File: src/sv/cfl_pkg.sv
// ----------------------------------------------------------------------------
// cfl_pkg
// Shared types, codes and arithmetic helpers for the path command flattener.
// ----------------------------------------------------------------------------
package cfl_pkg;

  localparam int COORD_W         = 32;
  localparam int CURVE_STEPS_DEF = 20;

  typedef enum logic [3:0] {
    CMD_MREL  = 4'd0,
    CMD_MABS  = 4'd1,
    CMD_CREL  = 4'd2,
    CMD_CABS  = 4'd3,
    CMD_VREL  = 4'd4,
    CMD_VABS  = 4'd5,
    CMD_HREL  = 4'd6,
    CMD_HABS  = 4'd7,
    CMD_LREL  = 4'd8,
    CMD_CLOSE = 4'd9,
    CMD_UNSUP = 4'd10
  } cmd_code_t;

  typedef struct packed {
    logic [3:0]                command;
    logic                      starts_command;
    logic signed [COORD_W-1:0] ax;
    logic signed [COORD_W-1:0] ay;
    logic signed [COORD_W-1:0] bx;
    logic signed [COORD_W-1:0] by;
    logic signed [COORD_W-1:0] ex;
    logic signed [COORD_W-1:0] ey;
  } cmd_item_t;

  typedef struct packed {
    logic signed [COORD_W-1:0] px;
    logic signed [COORD_W-1:0] py;
    logic                      new_path;
    logic                      last;
  } pt_item_t;

  typedef enum logic [2:0] {
    ST_IDLE,
    ST_DISPATCH,
    ST_MAC,
    ST_DIV_LOAD,
    ST_DIV,
    ST_EMIT
  } state_t;

  typedef struct packed {
    logic load_item;
    logic simple_emit;
    logic curve_init;
    logic mac_step;
    logic div_load;
    logic div_step;
    logic curve_emit;
  } ctl_t;

  typedef struct packed {
    logic item_skip;
    logic item_curve;
    logic mac_last;
    logic div_last;
    logic k_last;
    logic out_free;
  } sts_t;

  function automatic logic signed [COORD_W-1:0] sat33(input logic signed [COORD_W:0] v);
    logic signed [COORD_W-1:0] r;
    if (v[COORD_W] != v[COORD_W-1]) begin
      r = v[COORD_W] ? {1'b1, {(COORD_W-1){1'b0}}} : {1'b0, {(COORD_W-1){1'b1}}};
    end else begin
      r = v[COORD_W-1:0];
    end
    return r;
  endfunction

  function automatic logic signed [COORD_W-1:0] sat_add(input logic signed [COORD_W-1:0] a,
                                                        input logic signed [COORD_W-1:0] b);
    logic signed [COORD_W:0] s;
    s = {a[COORD_W-1], a} + {b[COORD_W-1], b};
    return sat33(s);
  endfunction

  // elaboration-time bernstein weight C(3,i) k^i (n-k)^(3-i)
  function automatic int bern_weight(input int n, input int k, input int i);
    int m;
    int w;
    m = n - k;
    case (i)
      0:       w = m * m * m;
      1:       w = 3 * k * m * m;
      2:       w = 3 * k * k * m;
      default: w = k * k * k;
    endcase
    return w;
  endfunction

endpackage

File: src/sv/cfl_ctrl.sv
// ----------------------------------------------------------------------------
// cfl_ctrl
// Controller: sequences command dispatch, per-point multiply-accumulate,
// divide and emit.
// ----------------------------------------------------------------------------
module cfl_ctrl import cfl_pkg::*; (
  input  logic clk,
  input  logic rst,
  input  logic cmd_valid,
  output logic cmd_ready,
  input  sts_t sts,
  output ctl_t ctl
);

  state_t state, state_next;

  always_ff @(posedge clk) begin
    if (rst) begin
      state <= ST_IDLE;
    end else begin
      state <= state_next;
    end
  end

  always_comb begin
    state_next = state;
    ctl        = '0;
    cmd_ready  = 1'b0;
    unique case (state)
      ST_IDLE: begin
        cmd_ready = 1'b1;
        if (cmd_valid) begin
          ctl.load_item = 1'b1;
          state_next    = ST_DISPATCH;
        end
      end
      ST_DISPATCH: begin
        if (sts.item_skip) begin
          state_next = ST_IDLE;
        end else if (sts.item_curve) begin
          ctl.curve_init = 1'b1;
          state_next     = ST_MAC;
        end else if (sts.out_free) begin
          ctl.simple_emit = 1'b1;
          state_next      = ST_IDLE;
        end
      end
      ST_MAC: begin
        ctl.mac_step = 1'b1;
        if (sts.mac_last) begin
          state_next = ST_DIV_LOAD;
        end
      end
      ST_DIV_LOAD: begin
        ctl.div_load = 1'b1;
        state_next   = ST_DIV;
      end
      ST_DIV: begin
        ctl.div_step = 1'b1;
        if (sts.div_last) begin
          state_next = ST_EMIT;
        end
      end
      ST_EMIT: begin
        if (sts.out_free) begin
          ctl.curve_emit = 1'b1;
          state_next     = sts.k_last ? ST_IDLE : ST_MAC;
        end
      end
      default: state_next = ST_IDLE;
    endcase
  end

endmodule

File: config.mk
export PLATFORM = sky130hd
export DESIGN_NAME = cfl_ctrl
export DESIGN_NICKNAME = d
export VERILOG_FILES = /design/src/sv/cfl_pkg.sv /design/src/sv/cfl_ctrl.sv
export SDC_FILE = /design/constraint.sdc
export NUM_CORES = 1
export LEC_CHECK = 0
export ABC_AREA = 1
export BUFFER_PORTS_ARGS = -buffer_cell sky130_fd_sc_hd__buf_2
export CORE_AREA = 8 8 45 47
export DETAILED_ROUTE_END_ITERATION = 6
export DIE_AREA = 0 0 53 55
export GPL_ROUTABILITY_DRIVEN = 0
export GPL_TIMING_DRIVEN = 1
export HOLD_SLACK_MARGIN = 0.15
export MAX_ROUTING_LAYER = met4
export PLACE_DENSITY_LB_ADDON = 0.2
export SLEW_MARGIN = 20
export SYNTH_ARGS = -nofsm -noshare
export SYNTH_HDL_FRONTEND = slang
export SYNTH_SLANG_ARGS = --single-unit
File: constraint.sdc
create_clock -name clk -period 2.45 [get_ports clk]
set_input_delay 0.3675 -clock clk [delete_from_list [all_inputs] [get_ports clk]]
set_output_delay 0.3675 -clock clk [all_outputs]
set_load 0.01 [all_outputs]
==> results of run 1 <==
-- per-stage QoR --
step,power [W],hold slack (ns)
2_1_floorplan,0.0003163,0.5412
6_report,0.0004826,0.4071
3_5_place_dp,0.0004006,0.5680
5_1_grt,0.0005417,0.4058
4_1_cts,0.0004921,0.4144
3_3_place_gp,0.0003978,0.5718
-- worst min-delay path, stage by stage --
cell	delay (ns)
buf_2	0.08
inv_1	0.05
nand2_1	0.08
nor2_2	0.03
-- layer usage --
| layer | wire length, um | track usage | share of wire | up-vias |
|---|---|---|---|---|
| met5 | 0 | - | 0 | - |
| met4 | 12 | 0.05172 | 0.014 | 0 |
| met3 | 69 | 0.02406 | 0.081 | 2 |
| met2 | 408 | 0.1016 | 0.48 | 11 |
| met1 | 364 | 0.05909 | 0.43 | 163 |
| li1 | - | - | - | 209 |
-- synth_stat cells (2+ instances only) --
cell type | instances | area share
dfxtp_1 | 3 | 0.20
nor3_1 | 2 | 0.033
nand2_2 | 2 | 0.041
inv_1 | 14 | 0.17
nand3_1 | 4 | 0.065
nor2_1 | 10 | 0.12
nor2_2 | 3 | 0.061
inv_2 | 3 | 0.037
nand2_1 | 12 | 0.15
-- path summary, 6_finish.rpt --
path / from / end / slack [ns] / cells after the start
min reg2reg: state[1] / state[1] / 0.58 / 2
min: rst / state[1] / 0.41 / 4
max: state[2] / ctl[0] / 0.93 / 3
max reg2reg: state[2] / state[2] / 1.25 / 7
-- area by class of cell --
class,instances,share of cell area
Tap cell,16,0.04624
Timing Repair Buffer,16,0.1850
Inverter,17,0.1474
Sequential cell,3,0.1387
Multi-Input combinational cell,38,0.4220
Clock buffer,4,0.06069
-- power by group through the flow --
stage / registers (W) / clock network, W / logic (W)
global placement: 0.000105 / 0 / 0.000293
detailed placement: 0.000104 / 0 / 0.000296
CTS: 0.000103 / 0.0000918 / 0.000297
finish: 0.000103 / 0.0000896 / 0.000290
floorplan: 0.0000949 / 0 / 0.000221
global route: 0.000107 / 0.0000996 / 0.000335
-- kinds of logic (layout without fill, tap and decap cells) --
kind of cell | after synthesis | in the layout | synth area share
simple gates | 35 | 35 | 0.5388
flops | 3 | 3 | 0.1959
buf+inv | 17 | 37 | 0.2082
compound gates | 3 | 3 | 0.05712
-- cells in the final DEF (no fill, tap or decap) --
cell type	count
inv_1	14
nor3_1	2
o21ai_0	1
dfxtp_1	3
clkbuf_4	3
nor2_4	1
buf_2	16
o211ai_1	1
a21oi_1	1
nor2_2	3
nor2_1	10
nand2_1	12
inv_2	3
nand3_2	1
nand2_2	2
nand3_1	4
clkbuf_1	1
==> run metrics, run 1 <==
Initial Util=0.2215; number of gates resized after cts=0; Reg area=60.06 um2; PD cells=about 1100 mW/mm2; total CTS buffers=3; Crit Path Max Fanout=7; Final nets=88; clock skew=around 0.0021 ns; slowest stage delay, CP=0.46 ns; Biggest register=state; Slew HR=0.8258; initial antenna violation count=0; number of global-route vias before repair=roughly 350; Setup crit end kind=output pin; Sw Pwr=between 0.0002 and 0.00025 W; CTS tree=built; unrepaired setup endpoints after global routing=no; Placed Cells incl. Taps=90; PnR worst setup slack=~0.93 ns; Routed Wire Length=roughly 850 um; Die Y=~55 um; Worst-Skew Late Latency=roughly 0.24 ns; YS warnings=0; WP data arrival=around 1.2 ns; Sequential Power Share=0.214; diodes inserted=0; setup TNS=0 ns; Hold Path Class=input port to flip-flop; drt via density=4.096; status=finished clean; Synth Cell Area=306.5 um2; Detail Route Antenna Nets=0; Lkg Pwr=0.2856 nW; Mapped Cells=58; initial detailed-routing violation count=6; Largest regs=state (3); Bufs on Longest Clock Path=2; fmax=around 660 MHz; post-CTS setup buffer count=0; Worst VDD drop=between 0.0003 and 0.0004 V; final cell count without fillers=between 90 and 100; Root Buffer=clkbuf_4; Startpoint Class=flip-flop; Synth Net Count=67; number of flip-flops in the largest register=3; Total Routing Usage GR=0.06299; WP data required=approximately 2.1 ns; # DRC=0; Worst Path Buf+Inv=2; wire length of the first global-routing pass=~1.3 mm; Slowest cell on crit path=dfxtp_1; Cell Rows=14; Async SR Flop Fraction=0; Comb pwr share=0.600; fin util=0.3128; dpl ws=approximately 1.2 ns; final-report max-slew violation count=0; crit-path cells=inv_2, nor3_1, buf_2; layout cells sized above 1=0.3718; Post-DP HPWL=687.6 um; critical path type=flip-flop to output pin; Worst-Margin Slew=~0.26 ns; clock network power share=0.186; final hold vios=0; Die ar.=between 0.002 and 0.003 mm2; drt pass-1 iters=4; Core Box Area=0.001384 mm2; Switching Fraction=0.5030; total of max-cap violations=0; Primary FF master, synth=dfxtp_1; I/O pins=17; Layout area overhead=41.22%; post-DR wirelength/cell=just over 9 um; Mean Syn Cell Area=5.285 um2; post-synthesis sequential area ratio=0.1959; cell family with most CP delay=flip-flops; vias after detailed routing=385; number of flops mapped to enable cells by yosys=0; Die Wd=53 um; placed inst area=around 410 um2; CTS H-Tree Depth=1; largest net degree at the start of global routing=8; endpoints failing setup=0; hold_buf cts=0; internal power=0.0002399 W; Worst-path clk slew=about 0.04 ns; Port Buf Inserts=16; global route overflow=0; fin crit period=about 1.5 ns; Layout fillers=174; # clock sinks=3; fin crit share=0.6213; area occupied by multi-input gates=about 180 um2; flops & latches, synth=3; Final Cell Area=~430 um2; synth unique cells=14
No activity file was read; power rests on OpenSTA's default activity.
==> run 2, diff against run 1 <==
==> constraint.sdc (replaced) <==
create_clock -name clk -period 1.54 [get_ports clk]
set_input_delay 0.231 -clock clk [delete_from_list [all_inputs] [get_ports clk]]
set_output_delay 0.231 -clock clk [all_outputs]
set_load 0.01 [all_outputs]
==> run 2 against run 1 <==
  * Critical path depth increased by 2
  * Critical path type unchanged
  * Global-route usage increased by 0.34 points
  * First-iteration DRC count increased by 130%
  * Hold slack got worse by 0.13 ns
  * Die area unchanged
  * Worst setup slack got worse by 0.76 ns
  * Highest routed layer is now met3
==> run metrics, run 2 (synthesis results as in run 1) <==
status=finished clean (unchanged); beginning of the worst hold path=rst (unchanged); PD cells=1764 mW/mm2 (was 1115 mW/mm2); Total Routing Usage GR=0.06637 (was 0.06299); I/O pins=17 (unchanged); vias after detailed routing=375 (was 385); total of max-cap violations=0 (unchanged); Core Box Area=0.001384 mm2 (unchanged); diodes inserted=0 (unchanged); # clock sinks=3 (unchanged); number of gates resized after cts=0 (unchanged); most frequent cells in the layout=16 x buf_2, 14 x inv_1, 12 x nand2_1, 10 x nor2_1, 4 x nand3_1 (unchanged); Lkg Pwr=0.2856 nW (unchanged); Layout fillers=171 (was 174); final cell count without fillers=94 (unchanged); Die Y=55 um (unchanged); Final nets=88 (unchanged); Placed Cells incl. Taps=90 (unchanged); # DRC=0 (unchanged); Layout area overhead=41.22% (unchanged); CTS tree=built (unchanged); Detail Route Antenna Nets=0 (unchanged); initial detailed-routing violation count=14 (was 6); final-report max-slew violation count=0 (unchanged); Worst VDD drop=0.0007256 V (was 0.0003081 V); fmax=728.9 MHz; Die ar.=0.002915 mm2 (unchanged); largest net degree at the start of global routing=8 (unchanged); CTS H-Tree Depth=1 (unchanged); Slew HR=0.8527 (was 0.8258); clock skew=0.0003059 ns (was 0.002123 ns); Worst-path clk slew=0.04 ns (about the same); slowest stage delay, CP=0.41 ns (was 0.46 ns); area occupied by multi-input gates=182.7 um2 (unchanged); global route overflow=0 (unchanged); Cell Rows=14 (unchanged); Port Buf Inserts=16 (unchanged); Tot Pwr=0.0007635 W (was 0.0004826 W); unrepaired setup endpoints after global routing=no (unchanged); setup TNS=0 ns (unchanged); RR Startpoint=state[1] (was state[2]); Setup crit end kind=output pin (unchanged); Largest regs=state (3) (unchanged); Crit. Startpoint=state[0] (was state[2]); Worst-Skew Late Latency=0.23 ns (was 0.24 ns); Initial Util=0.2215 (unchanged); number of flip-flops in the largest register=3 (unchanged); WP data required=1.31 ns (was 2.08 ns); fin crit period=1.372 ns; Slowest cell on crit path=dfxtp_1 (unchanged); endpoints failing setup=0 (unchanged); fin util=0.3128 (unchanged); drt pass-1 iters=4 (unchanged); layout cells sized above 1=0.3718 (unchanged); final hold vios=0 (unchanged); fin crit share=0.8909; total CTS buffers=3 (unchanged); Worst-Margin Slew=0.2201 ns (was 0.2609 ns); post-CTS setup buffer count=0 (unchanged); Crit Path Max Fanout=5 (was 7); Hold Path Class=input port to flip-flop (unchanged); Post-DP HPWL=710.3 um (was 687.6 um); drt via density=3.989 (was 4.096); initial antenna violation count=0 (unchanged); Die Wd=53 um (unchanged); Biggest register=state (unchanged); wire length of the first global-routing pass=1.414 mm (was 1.297 mm); Startpoint Class=flip-flop (unchanged); commonest non-fill, non-tap cell in the layout=buf_2 (unchanged); Routed Wire Length=847 um (was 854 um); Root Buffer=clkbuf_4 (unchanged); Reg area=60.06 um2 (unchanged); Bufs on Longest Clock Path=2 (unchanged); hold_buf cts=0 (unchanged); WP data arrival=1.14 ns (was 1.15 ns); post-DR wirelength/cell=9.011 um (was 9.085 um); critical path type=flip-flop to output pin (unchanged); number of global-route vias before repair=347 (was 351); crit-path cells=nand2_2, inv_2, nand2_1, nor3_1, buf_2 (was inv_2, nor3_1, buf_2)
[run 2: path summary, 6_finish.rpt]
path / end / slack, ns / cells past startpoint
setup reg to reg: state[1] / 0.39 / 9
hold reg to reg: state[1] / 0.58 / 2
setup / recovery: ctl[5] / 0.17 / 5
hold / removal: state[2] / 0.27 / 4
[run 2: worst max-delay path: cells and delay by family (launching register included)]
family | cells | cell delay (ns)
and+or+nand+nor | 3 | 0.28
buffers and inverters | 2 | 0.21
DFF | 1 | 0.41
[run 2: routing by layer]
layer  routed length [um]  vias to the layer above  track usage
li1                     -                      208            -
met5                    0                        -            -
met1                  351                      155      0.06515
met4                    0                        0      0.03879
met3                   72                        0      0.02941
met2                  423                       12       0.1074
[run 2: per-stage QoR]
| stage | setup WS [ns] | instance area, um2 | hold WS (ns) |
|---|---|---|---|
| 3_5_place_dp | 0.4017 | 406.6 | 0.5148 |
| 6_report | 0.1680 | 432.9 | 0.2726 |
| 2_1_floorplan | 0.4767 | 306.5 | 0.4126 |
| 4_1_cts | 0.1422 | 432.9 | 0.2665 |
| 5_1_grt | 0.03796 | 432.9 | 0.2821 |
| 3_3_place_gp | 0.3891 | 406.6 | 0.5156 |
[run 2: power breakdown]
| part | internal [W] | total, W | switching (W) | leakage, nW |
|---|---|---|---|---|
| logic | 0.000172 | 0.000462 | 0.000290 | 0.246 |
| clock network | 0.0000972 | 0.000139 | 0.0000420 | 0.0150 |
| registers | 0.000112 | 0.000162 | 0.0000498 | 0.0248 |
| total | 0.000382 | 0.000763 | 0.000382 | 0.286 |
[run 2: area by class of cell]
cell class	count	area share
Sequential cell	3	0.1387
Tap cell	16	0.04624
Clock buffer	4	0.06069
Inverter	17	0.1474
Timing Repair Buffer	16	0.1850
Multi-Input combinational cell	38	0.4220
==> run 3, diff against run 2 <==
--- a/config.mk
+++ b/config.mk
@@ -7,9 +7,9 @@
 export LEC_CHECK = 0
 export ABC_AREA = 1
 export BUFFER_PORTS_ARGS = -buffer_cell sky130_fd_sc_hd__buf_2
-export CORE_AREA = 8 8 45 47
+export CORE_AREA = 2 2 39 41
 export DETAILED_ROUTE_END_ITERATION = 6
-export DIE_AREA = 0 0 53 55
+export DIE_AREA = 0 0 41 43
 export GPL_ROUTABILITY_DRIVEN = 0
 export GPL_TIMING_DRIVEN = 1
 export HOLD_SLACK_MARGIN = 0.15
==> run 3 against run 2 <==
  * Sequential share of layout area unchanged
  * Critical path type unchanged
  * Global-route usage grew 4.2 points
  * Maximum frequency is 0.57% lower
  * Clock power fell by 4%
  * Register-to-register slack hardly changed
  * Sequential cell count unchanged
  * Sequential power barely moved
  * Largest power group unchanged
  * Clock-buffer cell count unchanged
  * Combinational power is essentially flat
  * Die area shrank 40%
  * Wire length down 13%
==> run metrics, run 3 (synthesis results as in run 1) <==
initial antenna violation count=0 (unchanged); WP data arrival=1.15 ns (was 1.14 ns); initial detailed-routing violation count=4 (was 14); drt pass-1 iters=2 (was 4); Total Routing Usage GR=0.1088 (was 0.06637); Largest regs=state (3) (unchanged); Core Box Area=0.001384 mm2 (unchanged); Placed Cells incl. Taps=90 (unchanged); fin util=0.3128 (unchanged); Cell Rows=14 (unchanged); # clock sinks=3 (unchanged); Root Buffer=clkbuf_4 (unchanged); number of flip-flops in the largest register=3 (unchanged); beginning of the worst hold path=rst (unchanged); Worst-path clk slew=0.03 ns (was 0.04 ns); critical path type=flip-flop to output pin (unchanged); Biggest register=state (unchanged); fin crit share=0.8960 (was 0.8909); vias after detailed routing=377 (was 375); total CTS buffers=3 (unchanged); post-CTS setup buffer count=0 (unchanged); most frequent cells in the layout=16 x buf_2, 14 x inv_1, 12 x nand2_1, 10 x nor2_1, 4 x nand3_1 (unchanged); Initial Util=0.2215 (unchanged); Layout area overhead=41.22% (unchanged); Worst-Margin Slew=0.2200 ns (was 0.2201 ns); WP data required=1.31 ns (about the same); worst reg2reg path depth=9 (unchanged); Tot Pwr=0.0007575 W (was 0.0007635 W); CTS tree=built (unchanged); Routed Wire Length=741 um (was 847 um); global route overflow=0 (unchanged); Post-DP HPWL=605.6 um (was 710.3 um); RR Startpoint=state[1] (unchanged); # DRC=0 (unchanged); Bufs on Longest Clock Path=2 (unchanged); fmax=724.7 MHz (was 728.9 MHz); Startpoint Class=flip-flop (unchanged); Port Buf Inserts=16 (unchanged); endpoints failing setup=0 (unchanged); wire length of the first global-routing pass=1.262 mm (was 1.414 mm); post-DR wirelength/cell=7.883 um (was 9.011 um); final hold vios=0 (unchanged); clock skew=0.00009996 ns (was 0.0003059 ns); Crit Path Max Fanout=5 (unchanged); I/O pins=17 (unchanged); Worst VDD drop=0.0004268 V (was 0.0007256 V); Setup crit end kind=output pin (unchanged); Die Wd=41 um (was 53 um); PD cells=1750 mW/mm2 (was 1764 mW/mm2); status=finished clean (unchanged); number of gates resized after cts=0 (unchanged); final-report max-slew violation count=0 (unchanged); unrepaired setup endpoints after global routing=no (unchanged); Detail Route Antenna Nets=0 (unchanged); worst hold slack=0.2827 ns (was 0.2726 ns); Worst-Skew Late Latency=0.23 ns (about the same); total of max-cap violations=0 (unchanged); final cell count without fillers=94 (unchanged); FF-to-FF setup slack=0.39 ns (about the same); CTS H-Tree Depth=1 (unchanged); setup TNS=0 ns (unchanged); Hold Path Depth=4 (unchanged); hold_buf cts=0 (unchanged); FF-to-FF End=state[1] (unchanged); commonest non-fill, non-tap cell in the layout=buf_2 (unchanged); number of global-route vias before repair=338 (was 347); Min-Delay Endpoint=state[1] (was state[2]); Slew HR=0.8528 (was 0.8527); layout cells sized above 1=0.3718 (unchanged); drt via density=4.011 (was 3.989); largest net degree at the start of global routing=8 (unchanged); Die Y=43 um (was 55 um); Final nets=88 (unchanged); diodes inserted=0 (unchanged); Die ar.=0.001763 mm2 (was 0.002915 mm2); fin crit period=1.380 ns (was 1.372 ns); Hold Path Class=input port to flip-flop (unchanged); Lkg Pwr=0.2856 nW (unchanged)
-- run 3: power by group --
part / internal, W / total, W / switching (W)
Combinational: 0.000172 / 0.000460 / 0.000288
Sequential: 0.000112 / 0.000164 / 0.0000516
Clock: 0.0000969 / 0.000134 / 0.0000373
Total: 0.000381 / 0.000758 / 0.000376
-- run 3: per-layer routing --
metal  global-route usage  routed length [um]  vias to the layer above
met1               0.1246                 360                      161
met2               0.1531                 349                        8
met5                    -                   0                        -
met4              0.06000                   0                        0
met3              0.04712                  30                        0
li1                     -                   -                      208
-- run 3: critical path: stages, from the launching register on --
cell and delay (ns):
dfxtp_1 0.40, nand2_2 0.11, inv_2 0.06, nand2_1 0.06, nor3_1 0.13, buf_2 0.16
-- run 3: cell type report --
type                            count  area (um2)
Sequential cell                     3       60.06
Inverter                           17       63.81
Multi-Input combinational cell     38       182.7
Clock buffer                        4       26.28
Tap cell                           16       20.02
Fill cell                         169       950.9
Timing Repair Buffer               16       80.08
-- run 3: worst max path at each step --
stage	to	startpoint	slack, ns	cells past startpoint
2_1_floorplan	state[1]	state[0]	0.48	8
3_3_place_gp	state[1]	state[1]	0.39	9
3_5_place_dp	state[2]	state[2]	0.38	7
4_1_cts	ctl[4]	state[0]	0.14	5
5_1_grt	ctl[5]	state[0]	0.04	5
6_report	ctl[5]	state[0]	0.16	5
-- run 3: through the flow --
stage	setup slack [ns]	area [um2]
6_report	0.1602	432.9
5_1_grt	0.03757	432.9
4_1_cts	0.1429	432.9
3_5_place_dp	0.3801	406.6
3_3_place_gp	0.3862	406.6
2_1_floorplan	0.4767	306.5
